<file path="src/rtl/json_key_value_extractor_defines.svh">
// ----------------------------------------------------------------------------
// Assertion macros for the key/value extractor
// Shared shorthand for clocked properties with an asynchronous active-low reset.
// ----------------------------------------------------------------------------
`ifndef JSON_KEY_VALUE_EXTRACTOR_DEFINES_SVH
`define JSON_KEY_VALUE_EXTRACTOR_DEFINES_SVH

// Antecedent implies consequent in the same cycle.
`define KVE_ASSERT_SAME(label, clk, rst_n, ante, cons, msg) \
	label: assert property (@(posedge clk) disable iff (!rst_n) (ante) |-> (cons)) \
		else $error(msg);

// Antecedent implies consequent in the next cycle.
`define KVE_ASSERT_NEXT(label, clk, rst_n, ante, cons, msg) \
	label: assert property (@(posedge clk) disable iff (!rst_n) (ante) |=> (cons)) \
		else $error(msg);

`endif

</file>
<file path="src/rtl/kve_pkg.sv">
// ----------------------------------------------------------------------------
// Key/value extractor package
// Shared types and character constants of the extractor.
// ----------------------------------------------------------------------------
package kve_pkg;

	localparam int unsigned KEY_BYTES = 16;
	localparam int unsigned CNT_W     = 14;

	localparam logic [CNT_W-1:0] COUNT_TOP = 14'd16383;

	localparam logic [1:0] CFG_KEY_LOW  = 2'd0;
	localparam logic [1:0] CFG_KEY_HIGH = 2'd1;
	localparam logic [1:0] CFG_KEY_LEN  = 2'd2;

	localparam logic [7:0] CH_SPACE  = 8'h20;
	localparam logic [7:0] CH_TAB    = 8'h09;
	localparam logic [7:0] CH_QUOTE  = 8'h22;
	localparam logic [7:0] CH_COMMA  = 8'h2C;
	localparam logic [7:0] CH_RBRACK = 8'h5D;
	localparam logic [7:0] CH_RBRACE = 8'h7D;
	localparam logic [7:0] CH_BSLASH = 8'h5C;

	typedef enum logic [1:0] {
		PH_SEARCH = 2'd0,
		PH_BLANKS = 2'd1,
		PH_VALUE  = 2'd2,
		PH_IDLE   = 2'd3
	} phase_t;

	typedef enum logic [1:0] {
		KIND_BYTE = 2'd0,
		KIND_DONE = 2'd1,
		KIND_NONE = 2'd2
	} kind_t;

	typedef struct packed {
		logic [63:0] key_low;
		logic [63:0] key_high;
		logic [4:0]  key_len;
	} cfg_t;

	typedef struct packed {
		logic [7:0] data_byte;
		logic       first_byte;
		logic       final_byte;
	} msg_item_t;

	typedef struct packed {
		kind_t            kind;
		logic [7:0]       value_byte;
		logic [CNT_W-1:0] value_length;
		logic             run_last;
	} res_item_t;

endpackage

</file>
<file path="src/rtl/kve_msg_if.sv">
// ----------------------------------------------------------------------------
// Message byte channel
// Valid/ready channel that carries one message byte and its boundary marks.
// ----------------------------------------------------------------------------
interface kve_msg_if;
	logic       valid;
	logic       ready;
	logic [7:0] data_byte;
	logic       first_byte;
	logic       final_byte;

	modport source (output valid, output data_byte, output first_byte,
		output final_byte, input ready);
	modport sink (input valid, input data_byte, input first_byte,
		input final_byte, output ready);
endinterface

</file>
<file path="src/rtl/kve_res_if.sv">
// ----------------------------------------------------------------------------
// Result channel
// Valid/ready channel that carries one extraction result.
// ----------------------------------------------------------------------------
interface kve_res_if;
	logic        valid;
	logic        ready;
	logic [1:0]  kind;
	logic [7:0]  value_byte;
	logic [13:0] value_length;
	logic        run_last;

	modport source (output valid, output kind, output value_byte,
		output value_length, output run_last, input ready);
	modport sink (input valid, input kind, input value_byte,
		input value_length, input run_last, output ready);
endinterface

</file>
<file path="src/rtl/kve_step.sv">
// ----------------------------------------------------------------------------
// Extractor step
// Holds the per-message parse state and the key window, and works out the
// results that one registered byte causes.
// ----------------------------------------------------------------------------
module kve_step import kve_pkg::*; #(
	parameter int unsigned KEY_MAX = 16,
	parameter int unsigned MSG_MAX = 16384
) (
	input  logic      clk,
	input  logic      arst_n,
	input  cfg_t      cfg,
	input  msg_item_t item,
	input  logic      take,
	output logic      r0_vld,
	output res_item_t r0,
	output logic      r1_vld,
	output res_item_t r1
);

	localparam int unsigned FW = $clog2(KEY_MAX + 1);
	localparam int unsigned PW = $clog2(MSG_MAX);
	localparam logic [PW-1:0] POS_LIM = PW'(MSG_MAX - 1);
	localparam logic [FW-1:0] FILL_TOP = FW'(KEY_MAX);

	phase_t           phase_q;
	logic [FW-1:0]    fill_q;
	logic             inq_q;
	logic             esc_q;
	logic [CNT_W-1:0] cnt_q;
	logic [PW-1:0]    pos_q;
	logic [7:0]       win_q [KEY_MAX];

	phase_t           e_phase, ph_proc, np;
	logic [FW-1:0]    e_fill, fill_n, nfill;
	logic             e_inq, e_esc, nq, ne;
	logic [CNT_W-1:0] e_cnt, cnt_bump, nc;
	logic [PW-1:0]    e_pos, npos;
	logic             in_range, shift, match;
	logic [4:0]       len;
	logic [7:0]       key_b [KEY_BYTES];
	logic [7:0]       win_n [KEY_MAX];
	logic [7:0]       b;
	logic             is_blank, is_delim, closed;

	assign b        = item.data_byte;
	assign is_blank = (b == CH_SPACE) || (b == CH_TAB);
	assign is_delim = (b == CH_COMMA) || (b == CH_RBRACK) || (b == CH_RBRACE);

	// A first mark restarts the message before the byte itself is looked at.
	assign e_phase = item.first_byte ? PH_SEARCH : phase_q;
	assign e_fill  = item.first_byte ? '0 : fill_q;
	assign e_inq   = item.first_byte ? 1'b0 : inq_q;
	assign e_esc   = item.first_byte ? 1'b0 : esc_q;
	assign e_cnt   = item.first_byte ? '0 : cnt_q;
	assign e_pos   = item.first_byte ? '0 : pos_q;

	assign in_range = e_pos < POS_LIM;
	assign fill_n   = (e_fill < FILL_TOP) ? e_fill + FW'(1) : e_fill;
	assign cnt_bump = (e_cnt < COUNT_TOP) ? e_cnt + CNT_W'(1) : e_cnt;

	always_comb begin
		if (cfg.key_len == 5'd0)
			len = 5'd1;
		else if (cfg.key_len > 5'(KEY_MAX))
			len = 5'(KEY_MAX);
		else
			len = cfg.key_len;
	end

	always_comb begin
		for (int i = 0; i < 8; i++) begin
			key_b[i]     = cfg.key_low[8*i +: 8];
			key_b[i + 8] = cfg.key_high[8*i +: 8];
		end
	end

	always_comb begin
		win_n[0] = b;
		for (int j = 1; j < KEY_MAX; j++)
			win_n[j] = win_q[j-1];
	end

	// The newest byte sits at window entry 0 and lines up with the last key byte.
	always_comb begin
		logic [4:0] kidx;
		kidx  = '0;
		match = (5'(fill_n) >= len);
		for (int j = 0; j < KEY_MAX; j++) begin
			kidx = len - 5'd1 - 5'(j);
			if ((5'(j) < len) && (win_n[j] != key_b[kidx[3:0]]))
				match = 1'b0;
		end
	end

	// Next state.
	always_comb begin
		ph_proc = e_phase;
		nq      = e_inq;
		ne      = e_esc;
		nc      = e_cnt;
		npos    = e_pos;
		nfill   = e_fill;
		shift   = 1'b0;
		if (in_range) begin
			npos = e_pos + PW'(1);
			unique case (e_phase)
				PH_SEARCH: begin
					shift = 1'b1;
					nfill = fill_n;
					if (match)
						ph_proc = PH_BLANKS;
				end
				PH_BLANKS: begin
					priority if (is_blank) begin
						ph_proc = PH_BLANKS;
					end else if (b == CH_QUOTE) begin
						nq      = 1'b1;
						ne      = 1'b0;
						ph_proc = PH_VALUE;
					end else if (is_delim) begin
						ph_proc = PH_IDLE;
					end else begin
						nq      = 1'b0;
						ph_proc = PH_VALUE;
						nc      = cnt_bump;
					end
				end
				PH_VALUE: begin
					if (e_inq) begin
						priority if (e_esc) begin
							ne = 1'b0;
							nc = cnt_bump;
						end else if (b == CH_QUOTE) begin
							ph_proc = PH_IDLE;
						end else begin
							ne = (b == CH_BSLASH);
							nc = cnt_bump;
						end
					end else if (is_delim) begin
						ph_proc = PH_IDLE;
					end else begin
						nc = cnt_bump;
					end
				end
				PH_IDLE: begin
					ph_proc = PH_IDLE;
				end
			endcase
		end
	end

	assign np = item.final_byte ? PH_IDLE : ph_proc;

	// Results: the byte's own result first, then the one that closes the message.
	always_comb begin
		r0_vld          = 1'b0;
		r0.kind         = KIND_BYTE;
		r0.value_byte   = b;
		r0.value_length = nc;
		r0.run_last     = 1'b0;
		if (in_range) begin
			unique case (e_phase)
				PH_BLANKS: begin
					if (!is_blank && (b != CH_QUOTE))
						r0_vld = 1'b1;
					if (is_delim) begin
						r0.kind       = KIND_DONE;
						r0.value_byte = 8'd0;
						r0.run_last   = item.final_byte;
					end
				end
				PH_VALUE: begin
					r0_vld = 1'b1;
					if ((e_inq && !e_esc && (b == CH_QUOTE)) || (!e_inq && is_delim)) begin
						r0.kind       = KIND_DONE;
						r0.value_byte = 8'd0;
						r0.run_last   = item.final_byte;
					end
				end
				PH_SEARCH, PH_IDLE: begin
					r0_vld = 1'b0;
				end
			endcase
		end
	end

	assign closed = r0_vld && (r0.kind == KIND_DONE);

	always_comb begin
		r1_vld          = item.final_byte && !closed && (ph_proc != PH_IDLE);
		r1.value_byte   = 8'd0;
		r1.run_last     = 1'b1;
		if ((ph_proc == PH_SEARCH) || (ph_proc == PH_BLANKS)) begin
			r1.kind         = KIND_NONE;
			r1.value_length = '0;
		end else begin
			r1.kind         = KIND_DONE;
			r1.value_length = nc;
		end
	end

	always_ff @(posedge clk or negedge arst_n) begin
		if (!arst_n) begin
			phase_q <= PH_SEARCH;
			fill_q  <= '0;
			inq_q   <= 1'b0;
			esc_q   <= 1'b0;
			cnt_q   <= '0;
			pos_q   <= '0;
		end else if (take) begin
			phase_q <= np;
			fill_q  <= nfill;
			inq_q   <= nq;
			esc_q   <= item.final_byte ? 1'b0 : ne;
			cnt_q   <= nc;
			pos_q   <= npos;
		end
	end

	always_ff @(posedge clk) begin
		if (take && shift) begin
			for (int j = 0; j < KEY_MAX; j++)
				win_q[j] <= win_n[j];
		end
	end

endmodule

</file>
<file path="src/rtl/kve_out.sv">
// ----------------------------------------------------------------------------
// Result buffer
// Two-slot output register: takes both results of one byte at once and hands
// them to the result channel one transfer at a time.
// ----------------------------------------------------------------------------
`include "json_key_value_extractor_defines.svh"

module kve_out import kve_pkg::*; (
	input  logic      clk,
	input  logic      arst_n,
	input  logic      load,
	input  logic      r0_vld,
	input  res_item_t r0,
	input  logic      r1_vld,
	input  res_item_t r1,
	output logic      can_load,
	kve_res_if.source res
);

	logic      va_q, vb_q;
	res_item_t a_q, b_q, head;
	logic      pop;

	assign head             = va_q ? a_q : b_q;
	assign res.valid        = va_q | vb_q;
	assign res.kind         = head.kind;
	assign res.value_byte   = head.value_byte;
	assign res.value_length = head.value_length;
	assign res.run_last     = head.run_last;

	assign pop      = res.valid && res.ready;
	assign can_load = (!va_q && !vb_q) || (pop && (va_q ^ vb_q));

	always_ff @(posedge clk or negedge arst_n) begin
		if (!arst_n) begin
			va_q <= 1'b0;
			vb_q <= 1'b0;
		end else if (load) begin
			va_q <= r0_vld;
			vb_q <= r1_vld;
		end else if (pop) begin
			if (va_q)
				va_q <= 1'b0;
			else
				vb_q <= 1'b0;
		end
	end

	always_ff @(posedge clk) begin
		if (load) begin
			a_q <= r0;
			b_q <= r1;
		end
	end

	`KVE_ASSERT_SAME(a_load_when_free, clk, arst_n, load, (!va_q && !vb_q) || (pop && (va_q ^ vb_q)), "result buffer loaded while still holding a pending result")
	`KVE_ASSERT_SAME(a_second_closes, clk, arst_n, vb_q, b_q.kind != KIND_BYTE, "second slot holds a value byte")
	`KVE_ASSERT_NEXT(a_stall_holds_second, clk, arst_n, vb_q && !va_q && !pop && !load, vb_q && $stable(b_q), "pending closing result lost under stall")

endmodule

</file>
<file path="src/rtl/json_key_value_extractor.sv">
// ----------------------------------------------------------------------------
// JSON key/value extractor: a byte's results pass the input register, then the result buffer.
// Throughput one byte per cycle while the result buffer can load, set by the parse step on the input register.
// A byte that causes two results holds the result register for two transfers.
// Reset clears parse state and output valids; the key window needs no clearing pass.
// ----------------------------------------------------------------------------
module json_key_value_extractor import kve_pkg::*; #(
	parameter int unsigned KEY_MAX = 16,
	parameter int unsigned MSG_MAX = 16384
) (
	input  logic        clk,
	input  logic        arst_n,
	input  logic        cfg_we,
	input  logic [1:0]  cfg_index,
	input  logic [63:0] cfg_data,
	kve_msg_if.sink     msg,
	kve_res_if.source   res
);

	cfg_t      cfg_q;
	msg_item_t item_s1;
	logic      vld_s1;
	logic      take, can_load;
	logic      r0_vld, r1_vld;
	res_item_t r0, r1;

	always_ff @(posedge clk or negedge arst_n) begin
		if (!arst_n) begin
			cfg_q.key_low  <= '0;
			cfg_q.key_high <= '0;
			cfg_q.key_len  <= 5'd1;
		end else if (cfg_we) begin
			unique case (cfg_index)
				CFG_KEY_LOW:  cfg_q.key_low  <= cfg_data;
				CFG_KEY_HIGH: cfg_q.key_high <= cfg_data;
				CFG_KEY_LEN:  cfg_q.key_len  <= cfg_data[4:0];
				default:      cfg_q.key_len  <= cfg_q.key_len;
			endcase
		end
	end

	// The input register advances whenever the result buffer can take its results.
	assign take      = vld_s1 && can_load;
	assign msg.ready = !vld_s1 || can_load;

	always_ff @(posedge clk or negedge arst_n) begin
		if (!arst_n)
			vld_s1 <= 1'b0;
		else if (msg.valid && msg.ready)
			vld_s1 <= 1'b1;
		else if (take)
			vld_s1 <= 1'b0;
	end

	always_ff @(posedge clk) begin
		if (msg.valid && msg.ready) begin
			item_s1.data_byte  <= msg.data_byte;
			item_s1.first_byte <= msg.first_byte;
			item_s1.final_byte <= msg.final_byte;
		end
	end

	kve_step #(
		.KEY_MAX (KEY_MAX),
		.MSG_MAX (MSG_MAX)
	) u_step (
		.clk    (clk),
		.arst_n (arst_n),
		.cfg    (cfg_q),
		.item   (item_s1),
		.take   (take),
		.r0_vld (r0_vld),
		.r0     (r0),
		.r1_vld (r1_vld),
		.r1     (r1)
	);

	kve_out u_out (
		.clk      (clk),
		.arst_n   (arst_n),
		.load     (take),
		.r0_vld   (r0_vld),
		.r0       (r0),
		.r1_vld   (r1_vld),
		.r1       (r1),
		.can_load (can_load),
		.res      (res)
	);

endmodule
</file>
<file path="src/flat_wrapper.sv">
// flat-port wrapper written by rule: the top's interface ports become plain ports
module json_key_value_extractor_flat import kve_pkg::*;
#(
	parameter int unsigned KEY_MAX = 16,
	parameter int unsigned MSG_MAX = 16384
)
  (clk, arst_n, cfg_we, cfg_index, cfg_data, msg_valid, msg_data_byte, msg_first_byte, msg_final_byte, msg_ready, res_valid, res_kind, res_value_byte, res_value_length, res_run_last, res_ready);
  kve_msg_if msg_i ();
  kve_res_if res_i ();
  input  logic clk;
  input  logic arst_n;
  input  logic cfg_we;
  input  logic [1:0] cfg_index;
  input  logic [63:0] cfg_data;
  input wire logic [$bits(msg_i.valid)-1:0] msg_valid;
  input wire logic [$bits(msg_i.data_byte)-1:0] msg_data_byte;
  input wire logic [$bits(msg_i.first_byte)-1:0] msg_first_byte;
  input wire logic [$bits(msg_i.final_byte)-1:0] msg_final_byte;
  output wire logic [$bits(msg_i.ready)-1:0] msg_ready;
  output wire logic [$bits(res_i.valid)-1:0] res_valid;
  output wire logic [$bits(res_i.kind)-1:0] res_kind;
  output wire logic [$bits(res_i.value_byte)-1:0] res_value_byte;
  output wire logic [$bits(res_i.value_length)-1:0] res_value_length;
  output wire logic [$bits(res_i.run_last)-1:0] res_run_last;
  input wire logic [$bits(res_i.ready)-1:0] res_ready;
  assign msg_i.valid = msg_valid;
  assign msg_i.data_byte = msg_data_byte;
  assign msg_i.first_byte = msg_first_byte;
  assign msg_i.final_byte = msg_final_byte;
  assign msg_ready = msg_i.ready;
  assign res_valid = res_i.valid;
  assign res_kind = res_i.kind;
  assign res_value_byte = res_i.value_byte;
  assign res_value_length = res_i.value_length;
  assign res_run_last = res_i.run_last;
  assign res_i.ready = res_ready;
  json_key_value_extractor #(.KEY_MAX(KEY_MAX), .MSG_MAX(MSG_MAX)) u_core (.clk(clk), .arst_n(arst_n), .cfg_we(cfg_we), .cfg_index(cfg_index), .cfg_data(cfg_data), .msg(msg_i), .res(res_i));
endmodule
</file>
<file path="config.mk">
export PLATFORM = sky130hd
export DESIGN_NAME = json_key_value_extractor_flat
export DESIGN_NICKNAME = d
export VERILOG_FILES = /design/src/rtl/kve_pkg.sv /design/src/rtl/kve_msg_if.sv /design/src/rtl/kve_res_if.sv /design/src/rtl/kve_step.sv /design/src/rtl/kve_out.sv /design/src/rtl/json_key_value_extractor.sv /design/src/flat_wrapper.sv
export VERILOG_INCLUDE_DIRS = /design/src /design/src/rtl
export SDC_FILE = /design/constraint.sdc
export NUM_CORES = 1
export LEC_CHECK = 0
export BUFFER_PORTS_ARGS = -buffer_cell sky130_fd_sc_hd__buf_2
export CAP_MARGIN = 25
export CELL_PAD_IN_SITES_DETAIL_PLACEMENT = 1
export CELL_PAD_IN_SITES_GLOBAL_PLACEMENT = 2
export CORE_ASPECT_RATIO = 2
export CORE_MARGIN = 4
export CORE_UTILIZATION = 45
export DETAILED_ROUTE_END_ITERATION = 10
export GPL_TIMING_DRIVEN = 0
export PLACE_DENSITY = 0.85
export SYNTH_ARGS = -nofsm -noshare
export SYNTH_HDL_FRONTEND = slang
export SYNTH_HIERARCHICAL = 1
export SYNTH_SLANG_ARGS = --single-unit
export TNS_END_PERCENT = 5
</file>
<file path="constraint.sdc">
create_clock -name clk -period 7.6 [get_ports clk]
set_clock_uncertainty 0.05 [all_clocks]
set_input_delay 1.14 -clock clk [delete_from_list [all_inputs] [get_ports clk]]
set_output_delay 1.14 -clock clk [all_outputs]
set_load 0.02 [all_outputs]
</file>
==> flow_metrics.env, run 1 <==
export IMPL_status="finished, final reports clean"
export IMPL_worstSetupEndpointType="flop"
export IMPL_async_flop_share_pct=49.0
export IMPL_synth_edf_count=180
export IMPL_path_buf_inv=9
export IMPL_drt_pass1_iterations=6
export IMPL_slowest_delay_ns=0.57
export IMPL_multi_input_area_mm2=0.0121
export IMPL_placement_io_buffers=107
export IMPL_place_ws_ns=-2.10
export IMPL_postRouteWirelength_um=94400
export IMPL_tns_ns=0
export IMPL_cts_inserted_buffers=36
export IMPL_die_w_um=167
export IMPL_worst_path_max_fanout=13
export IMPL_drt_wirelength_per_cell_um=37.3
export IMPL_overflow=0
export IMPL_yosysSeqAreaShare_pct=42.9
export IMPL_die_area_mm2=0.0543
export IMPL_cts_sinks=353
export IMPL_drive_gt1_share_pct=34.0
export IMPL_coreArea_mm2=0.0499
export IMPL_worst_setup_path_start_kind="flop"
export IMPL_synthCells=1693
export IMPL_arrival_ns=7.80
export IMPL_vias=16900
export IMPL_grt_pass1_vias=18300
export IMPL_nets=1961
export IMPL_setup_viol=0
export IMPL_finalHoldViolations=0
export IMPL_reg2reg_from="u_core/cfg_q[4]$_DFFE_PN0P_"
export IMPL_tritoncts="built"
export IMPL_critPathKind="flop to flop"
export IMPL_cpLargestDelayFamily="simple AND/OR/NAND/NOR gates"
export IMPL_worst_slew_pin_slew_ns=1.10
export IMPL_synth_distinct_cells=86
export IMPL_r2r_cells=26
export IMPL_drv_slew=0
export IMPL_fill_cells=5060
export IMPL_synth_seq_cells=353
export IMPL_power_density_mw_per_mm2=478
export IMPL_cp_required_ns=7.97
export IMPL_fin_crit_sh_pct=97.8
export IMPL_initial_core_util_pct=45.4
export IMPL_hold_worst_slack_ns=0.428
export IMPL_cp_depth=26
export IMPL_reg2reg_slack_ns=0.17
export IMPL_num_rows=116
export IMPL_clk_pin_slew_ns=0.06
export IMPL_hold_depth=0
export IMPL_hpwlAfterDp_um=75900
export IMPL_slowest_stage="or4_4"
export IMPL_dpl_instance_area_mm2=0.0242
export IMPL_vias_per_cell=6.66
export IMPL_drc_errors=0
export IMPL_synthDominantCellAreaShare_pct=23.8
export IMPL_max_freq_ghz=0.135
export IMPL_cts_buffer_depth=3
export IMPL_htree_levels=2
export IMPL_max_vdd_ir_drop_uv=261
export IMPL_drt_iter0_drc=1469
export IMPL_postRouteAntennaNets=0
export IMPL_finalNonFillerCells=2532
export IMPL_cts_hold_buffers=0
export IMPL_avgSynthCellArea_um2=13.4
export IMPL_io_pins=108
export IMPL_place_congestion=1.08
export IMPL_synthesis_area_mm2=0.0227
export IMPL_cts_root_buf="clkbuf_16"
export IMPL_stdcell_area_mm2=0.0256
export IMPL_place_inst=2466
export IMPL_r2r_end="u_core/u_out/vb_q$_DFFE_PN0P_"
export IMPL_grtUsageTotal_pct=34.2
export IMPL_worstHoldStart="u_core/u_step/win_q[1][18]$_DFFE_PP_"
export IMPL_leakagePower_nw=10.2
export IMPL_max_cap_violations=0
export IMPL_grt_max_degree=105
export IMPL_yosysTopAreaCell="edfxtp_1"
export IMPL_fp_dieH_um=326
export IMPL_rsz0062_at_grt="false"
export IMPL_hold_path_class="flop to flop"
export IMPL_ys_warn_count=6
export IMPL_synth_area_top_cells="edfxtp_1, dfrtp_1, mux4_2"
export IMPL_syn2layout_area_growth_pct=12.7
export IMPL_grt_pass1_wl_um=133000
export IMPL_regArea_mm2=0.00974
export IMPL_min_to="u_core/u_step/win_q[1][26]$_DFFE_PP_"
export IMPL_clk_latency_ns=0.57
export IMPL_layout_setup_ws_ns=0.167
export IMPL_fin_crit_ns=7.43
export IMPL_synth_flop_cell="edfxtp_1"
export IMPL_slew_headroom_pct=24.7
export IMPL_antenna_found_initial=1
[how the worst max path moves through the flow]
stage / from / end / slack [ns]
6_report: u_core/cfg_q[4]$_DFFE_PN0P_ / u_core/u_out/vb_q$_DFFE_PN0P_ / 0.17
5_1_grt: u_core/cfg_q[4]$_DFFE_PN0P_ / u_core/u_out/vb_q$_DFFE_PN0P_ / 0.002
3_5_place_dp: u_core/cfg_q[4]$_DFFE_PN0P_ / u_core/u_out/vb_q$_DFFE_PN0P_ / -2.10
2_1_floorplan: res_ready / u_core/u_step/fill_q[0]$_DFFE_PN0P_ / 0.56
4_1_cts: u_core/cfg_q[4]$_DFFE_PN0P_ / u_core/u_out/vb_q$_DFFE_PN0P_ / 0.04
3_3_place_gp: u_core/cfg_q[4]$_DFFE_PN0P_ / u_core/u_out/vb_q$_DFFE_PN0P_ / -2.95
[per-stage QoR]
stage | utilization [%] | power, mW
floorplan | - | 7.47
global placement | 48.2 | 9.88
detailed placement | 48.5 | 10.1
CTS | 51.1 | 12.1
global route | 51.2 | 12.6
finish | 51.2 | 12.2
[sequential cells by signal, summed over array words and instances (netlist names)]
name                   flops
u_core/cfg_q             133
u_core/u_step/win_q      120
u_core/u_out/a_q          25
u_core/u_out/b_q          25
u_core/u_step/cnt_q       14
u_core/u_step/pos_q       14
u_core/item_s1            10
u_core/u_step/fill_q       5
u_core/u_step/phase_q      2
u_core/u_out/va_q          1
u_core/u_out/vb_q          1
u_core/u_step/esc_q        1
u_core/u_step/inq_q        1
u_core/vld_s1              1
[routing by layer]
metal	part of all wire (%)	up-vias	GRT usage, %
li1	-	6885	-
met1	29	8757	30.3
met2	53	854	63.5
met3	4.7	375	4.75
met4	13	0	33.9
met5	0	-	0
[final cells by class]
class	instances	area share, %
multi-input combinational	1192	47.2
clock inverter	14	0.803
sequential	353	38.1
antenna	1	0.00979
timing repair buffer	121	2.91
clock buffer	48	3.94
inverter	39	0.597
buffer	115	3.32
tap	649	3.18
[synth_stat cells (22+ instances only)]
cell	number
xor2_1	80
o21ai_0	44
a21oi_1	49
nor2_1	76
mux2i_1	72
edfxtp_1	180
inv_1	35
xnor2_1	53
nand2_1	89
mux2_2	137
mux4_2	158
ha_1	22
clkbuf_1	56
mux2_4	83
a22oi_1	53
dfrtp_1	172
[cell usage in the layout (no fill, tap or decap), drive strengths merged, types with 14 or more instances in the layout]
master,Yosys,routed
nand2,89,89
clkbuf,56,102
xnor2,55,55
xor2,81,81
mux4,159,159
nor2b,14,14
nor2,77,77
mux2,227,227
a22o,14,14
dfrtp,172,172
nor3,19,19
and3,15,15
inv,38,42
and2,14,14
buf,61,182
o21ai,48,48
mux2i,72,72
a21oi,49,49
nor4,21,21
nand4,19,19
edfxtp,180,180
a22oi,53,53
nand3,21,21
ha,22,22
[logic make-up after synthesis]
group	synth area share, %
AO/OA/AOI/OAI	7.36
XOR/XNOR	5.40
adder cells (fa/ha/maj)	1.21
buffers and inverters	4.32
flip-flops	42.9
multiplexers	31.6
other	0.0331
AND/OR/NAND/NOR	7.16
[worst reg2reg max path, delay by kind of cell, from the launching register on]
| family | cells | cell delay [ns] |
|---|---|---|
| AND/OR/NAND/NOR | 8 | 2.47 |
| flip-flops | 1 | 0.48 |
| AO/OA/AOI/OAI | 6 | 1.26 |
| multiplexers | 1 | 0.19 |
| buffers and inverters | 9 | 2.19 |
| adder cells (fa/ha/maj) | 2 | 0.67 |
[power by group]
| part | internal [mW] | switching [mW] | total, mW |
|---|---|---|---|
| sequential | 2.76 | 0.546 | 3.30 |
| combinational | 2.76 | 4.26 | 7.02 |
| clock | 1.11 | 0.792 | 1.90 |
| total | 6.62 | 5.60 | 12.2 |
[repair_timing]
item | 4_1_cts | 5_1_grt
pin swaps | 2 | 0
endpoints found under the setup margin | 19 | 17
gates resized for setup | 20 | 9
setup buffers | 3 | 0
(Power assumes the default switching activity.)
==> run 2, diff against run 1 <==
--- a/config.mk
+++ b/config.mk
@@ -16,6 +16,7 @@
 export DETAILED_ROUTE_END_ITERATION = 10
 export GPL_TIMING_DRIVEN = 0
 export PLACE_DENSITY = 0.85
+export RECOVER_POWER = 50
 export SYNTH_ARGS = -nofsm -noshare
 export SYNTH_HDL_FRONTEND = slang
 export SYNTH_HIERARCHICAL = 1
==> run 2 against run 1 <==
The flow now finishes with violations (max-capacitance violations, max-slew violations). Sequential power hardly changed. Combinational power is 0.6% lower. Critical path depth down 1. Via count decreased by 0.49%. First-iteration DRC count is 8.0% lower. Count of clock-buffer cells in the layout unchanged. Hold slack got worse by 0.00087 ns. Cell count barely moved. Largest power group unchanged. Highest routed layer unchanged.
==> flow_metrics.env, run 2 (synthesis results as in run 1) <==
export IMPL_final_common_cell="edfxtp_1"
export IMPL_drt_pass1_iterations=6
export IMPL_coreArea_mm2=0.0499
export IMPL_r2r_cells=25
export IMPL_num_rows=116
export IMPL_drc_errors=0
export IMPL_cp_required_ns=7.97
export IMPL_postRouteWirelength_um=94500
export IMPL_grt_pass1_vias=18300
export IMPL_arrival_ns=7.82
export IMPL_grt_pass1_wl_um=133000
export IMPL_worst_slew_pin_slew_ns=4.38
export IMPL_finalHoldViolations=0
export IMPL_cts_sinks=353
export IMPL_fin_crit_sh_pct=97.9
export IMPL_antenna_cells=0
export IMPL_hpwlAfterDp_um=75900
export IMPL_crit_end="u_core/u_out/vb_q$_DFFE_PN0P_"
export IMPL_slowest_stage="or4_4"
export IMPL_max_freq_ghz=0.134
export IMPL_drt_wirelength_per_cell_um=37.3
export IMPL_slowest_delay_ns=0.58
export IMPL_worst_setup_path_start_kind="flop"
export IMPL_die_area_mm2=0.0543
export IMPL_finalPower_mw=12.2
export IMPL_leakagePower_nw=9.88
export IMPL_worst_path_max_fanout=13
export IMPL_rsz0062_at_grt="false"
export IMPL_slew_headroom_pct=-192
export IMPL_final_cell_mix="edfxtp_1, dfrtp_1, mux4_2, mux2_2, buf_2"
export IMPL_largest_reg_flops=133
export IMPL_power_density_mw_per_mm2=482
export IMPL_placement_io_buffers=107
export IMPL_drt_iter0_drc=1351
export IMPL_cts_buffer_depth=3
export IMPL_fp_dieH_um=326
export IMPL_cts_root_buf="clkbuf_16"
export IMPL_layout_setup_ws_ns=0.156
export IMPL_status="finished, violations left"
export IMPL_place_congestion=1.08
export IMPL_regMostFlops="u_core/cfg_q"
export IMPL_switching_share_pct=46.0
export IMPL_violations="max-capacitance violations, max-slew violations"
export IMPL_hold_path_class="flop to flop"
export IMPL_antenna_found_initial=1
export IMPL_place_ws_ns=-2.10
export IMPL_comb_power_share_pct=57.3
export IMPL_initial_core_util_pct=45.4
export IMPL_fin_crit_ns=7.44
export IMPL_grt_max_degree=105
export IMPL_critPathKind="flop to flop"
export IMPL_place_inst=2466
export IMPL_overflow=0
export IMPL_max_cap_violations=1
export IMPL_r2r_end="u_core/u_out/vb_q$_DFFE_PN0P_"
export IMPL_htree_levels=2
export IMPL_cts_hold_buffers=0
export IMPL_vias_per_cell=6.63
export IMPL_nets=1961
export IMPL_syn2layout_area_growth_pct=11.4
export IMPL_clkPwrFrac_pct=15.6
export IMPL_reg2reg_from="u_core/cfg_q[4]$_DFFE_PN0P_"
export IMPL_io_pins=108
export IMPL_clk_latency_ns=0.56
export IMPL_p_sw_mw=5.60
export IMPL_grtUsageTotal_pct=34.2
export IMPL_die_w_um=167
export IMPL_crit_path_start="u_core/cfg_q[4]$_DFFE_PN0P_"
export IMPL_cts_inserted_buffers=36
export IMPL_max_vdd_ir_drop_uv=262
export IMPL_postRouteAntennaNets=0
export IMPL_p_seq_share_pct=27.1
export IMPL_tritoncts="built"
export IMPL_vias=16800
export IMPL_worstSetupEndpointType="flop"
export IMPL_drive_gt1_share_pct=31.0
export IMPL_setup_viol=0
export IMPL_reg2reg_slack_ns=0.16
export IMPL_largest_registers="u_core/cfg_q: 133 flops, u_core/u_step/win_q: 120 flops"
export IMPL_drv_slew=70
export IMPL_fill_cells=5098
export IMPL_p_int_mw=6.58
export IMPL_clk_pin_slew_ns=0.06
export IMPL_finalNonFillerCells=2531
[run 2: cell types whose count changed in the layout (fill, tap and decap cells not counted), moves of 3 or more]
cell	change
buf_6	-3
mux2_4	-38
clkbuf_1	+15
buf_12	-6
buf_2	-5
mux2_1	+39
[run 2: cell type report]
class	count	area (um^2)	share of cell area (%)
repair buffers	121	726	2.87
inverters	39	153	0.604
clock buffers	48	1010	3.99
well taps	649	812	3.21
clock inverters	14	205	0.812
flip-flops and latches	353	9740	38.5
multi-input cells	1192	11900	47.1
plain buffers	115	728	2.88
[run 2: per-layer routing]
metal  vias up  GRT usage [%]  wire (um)
met5         -              0          0
met4         0           33.9      12300
met3       361           4.75       4440
met2       838           63.5      50600
met1      8703           30.3      27100
li1       6887              -          -
[run 2: worst min path at each step]
stage | start | end | slack [ns] | cells after the start
floorplan | u_core/u_step/win_q[1][40]$_DFFE_PP_ | u_core/u_step/win_q[1][48]$_DFFE_PP_ | 0.39 | 0
global placement | u_core/u_step/win_q[0][54]$_DFFE_PP_ | u_core/u_step/win_q[0][62]$_DFFE_PP_ | 0.40 | 0
detailed placement | u_core/u_step/win_q[0][54]$_DFFE_PP_ | u_core/u_step/win_q[0][62]$_DFFE_PP_ | 0.41 | 0
CTS | u_core/u_step/win_q[0][49]$_DFFE_PP_ | u_core/u_step/win_q[0][57]$_DFFE_PP_ | 0.42 | 0
global route | u_core/u_step/win_q[1][18]$_DFFE_PP_ | u_core/u_step/win_q[1][26]$_DFFE_PP_ | 0.43 | 0
finish | u_core/u_step/win_q[0][17]$_DFFE_PP_ | u_core/u_step/win_q[0][25]$_DFFE_PP_ | 0.43 | 0
[run 2: what timing repair did]
item                       in CTS  in global routing
buffers inserted                3                  0
hold endpoints to repair        0                  0
setup endpoints to repair      19                 17
pin swaps                       2                  0
resized for setup              20                  9
gates cloned                    0                  0
[run 2: worst max-delay path: cells and delay by family, from the launching register on]
kind / cells / cell delay (ns)
adder cells (fa/ha/maj): 2 / 0.53
AND/OR/NAND/NOR: 8 / 2.86
buffers and inverters: 8 / 2.00
AO/OA/AOI/OAI: 6 / 1.20
multiplexers: 1 / 0.19
flip-flops: 1 / 0.47
[run 2: through the flow]
step,util [%],hold WS (ns),cell area (um^2),TNS [ns]
global placement,48.2,0.403,24100,-222.55
global route,50.6,0.433,25300,0
detailed placement,48.5,0.409,24200,-35.02
CTS,51.1,0.423,25500,0
finish,50.6,0.427,25300,0
floorplan,-,0.392,22700,0
[run 2: power by group through the flow]
stage                     clock, mW  combinational, mW  sequential, mW
after floorplan                   0               4.39            3.08
after global placement            0               6.55            3.33
after detailed placement          0               6.76            3.30
after CTS                      1.94               6.84            3.29
after global routing           2.01               7.19            3.34
final                          1.90               6.98            3.30
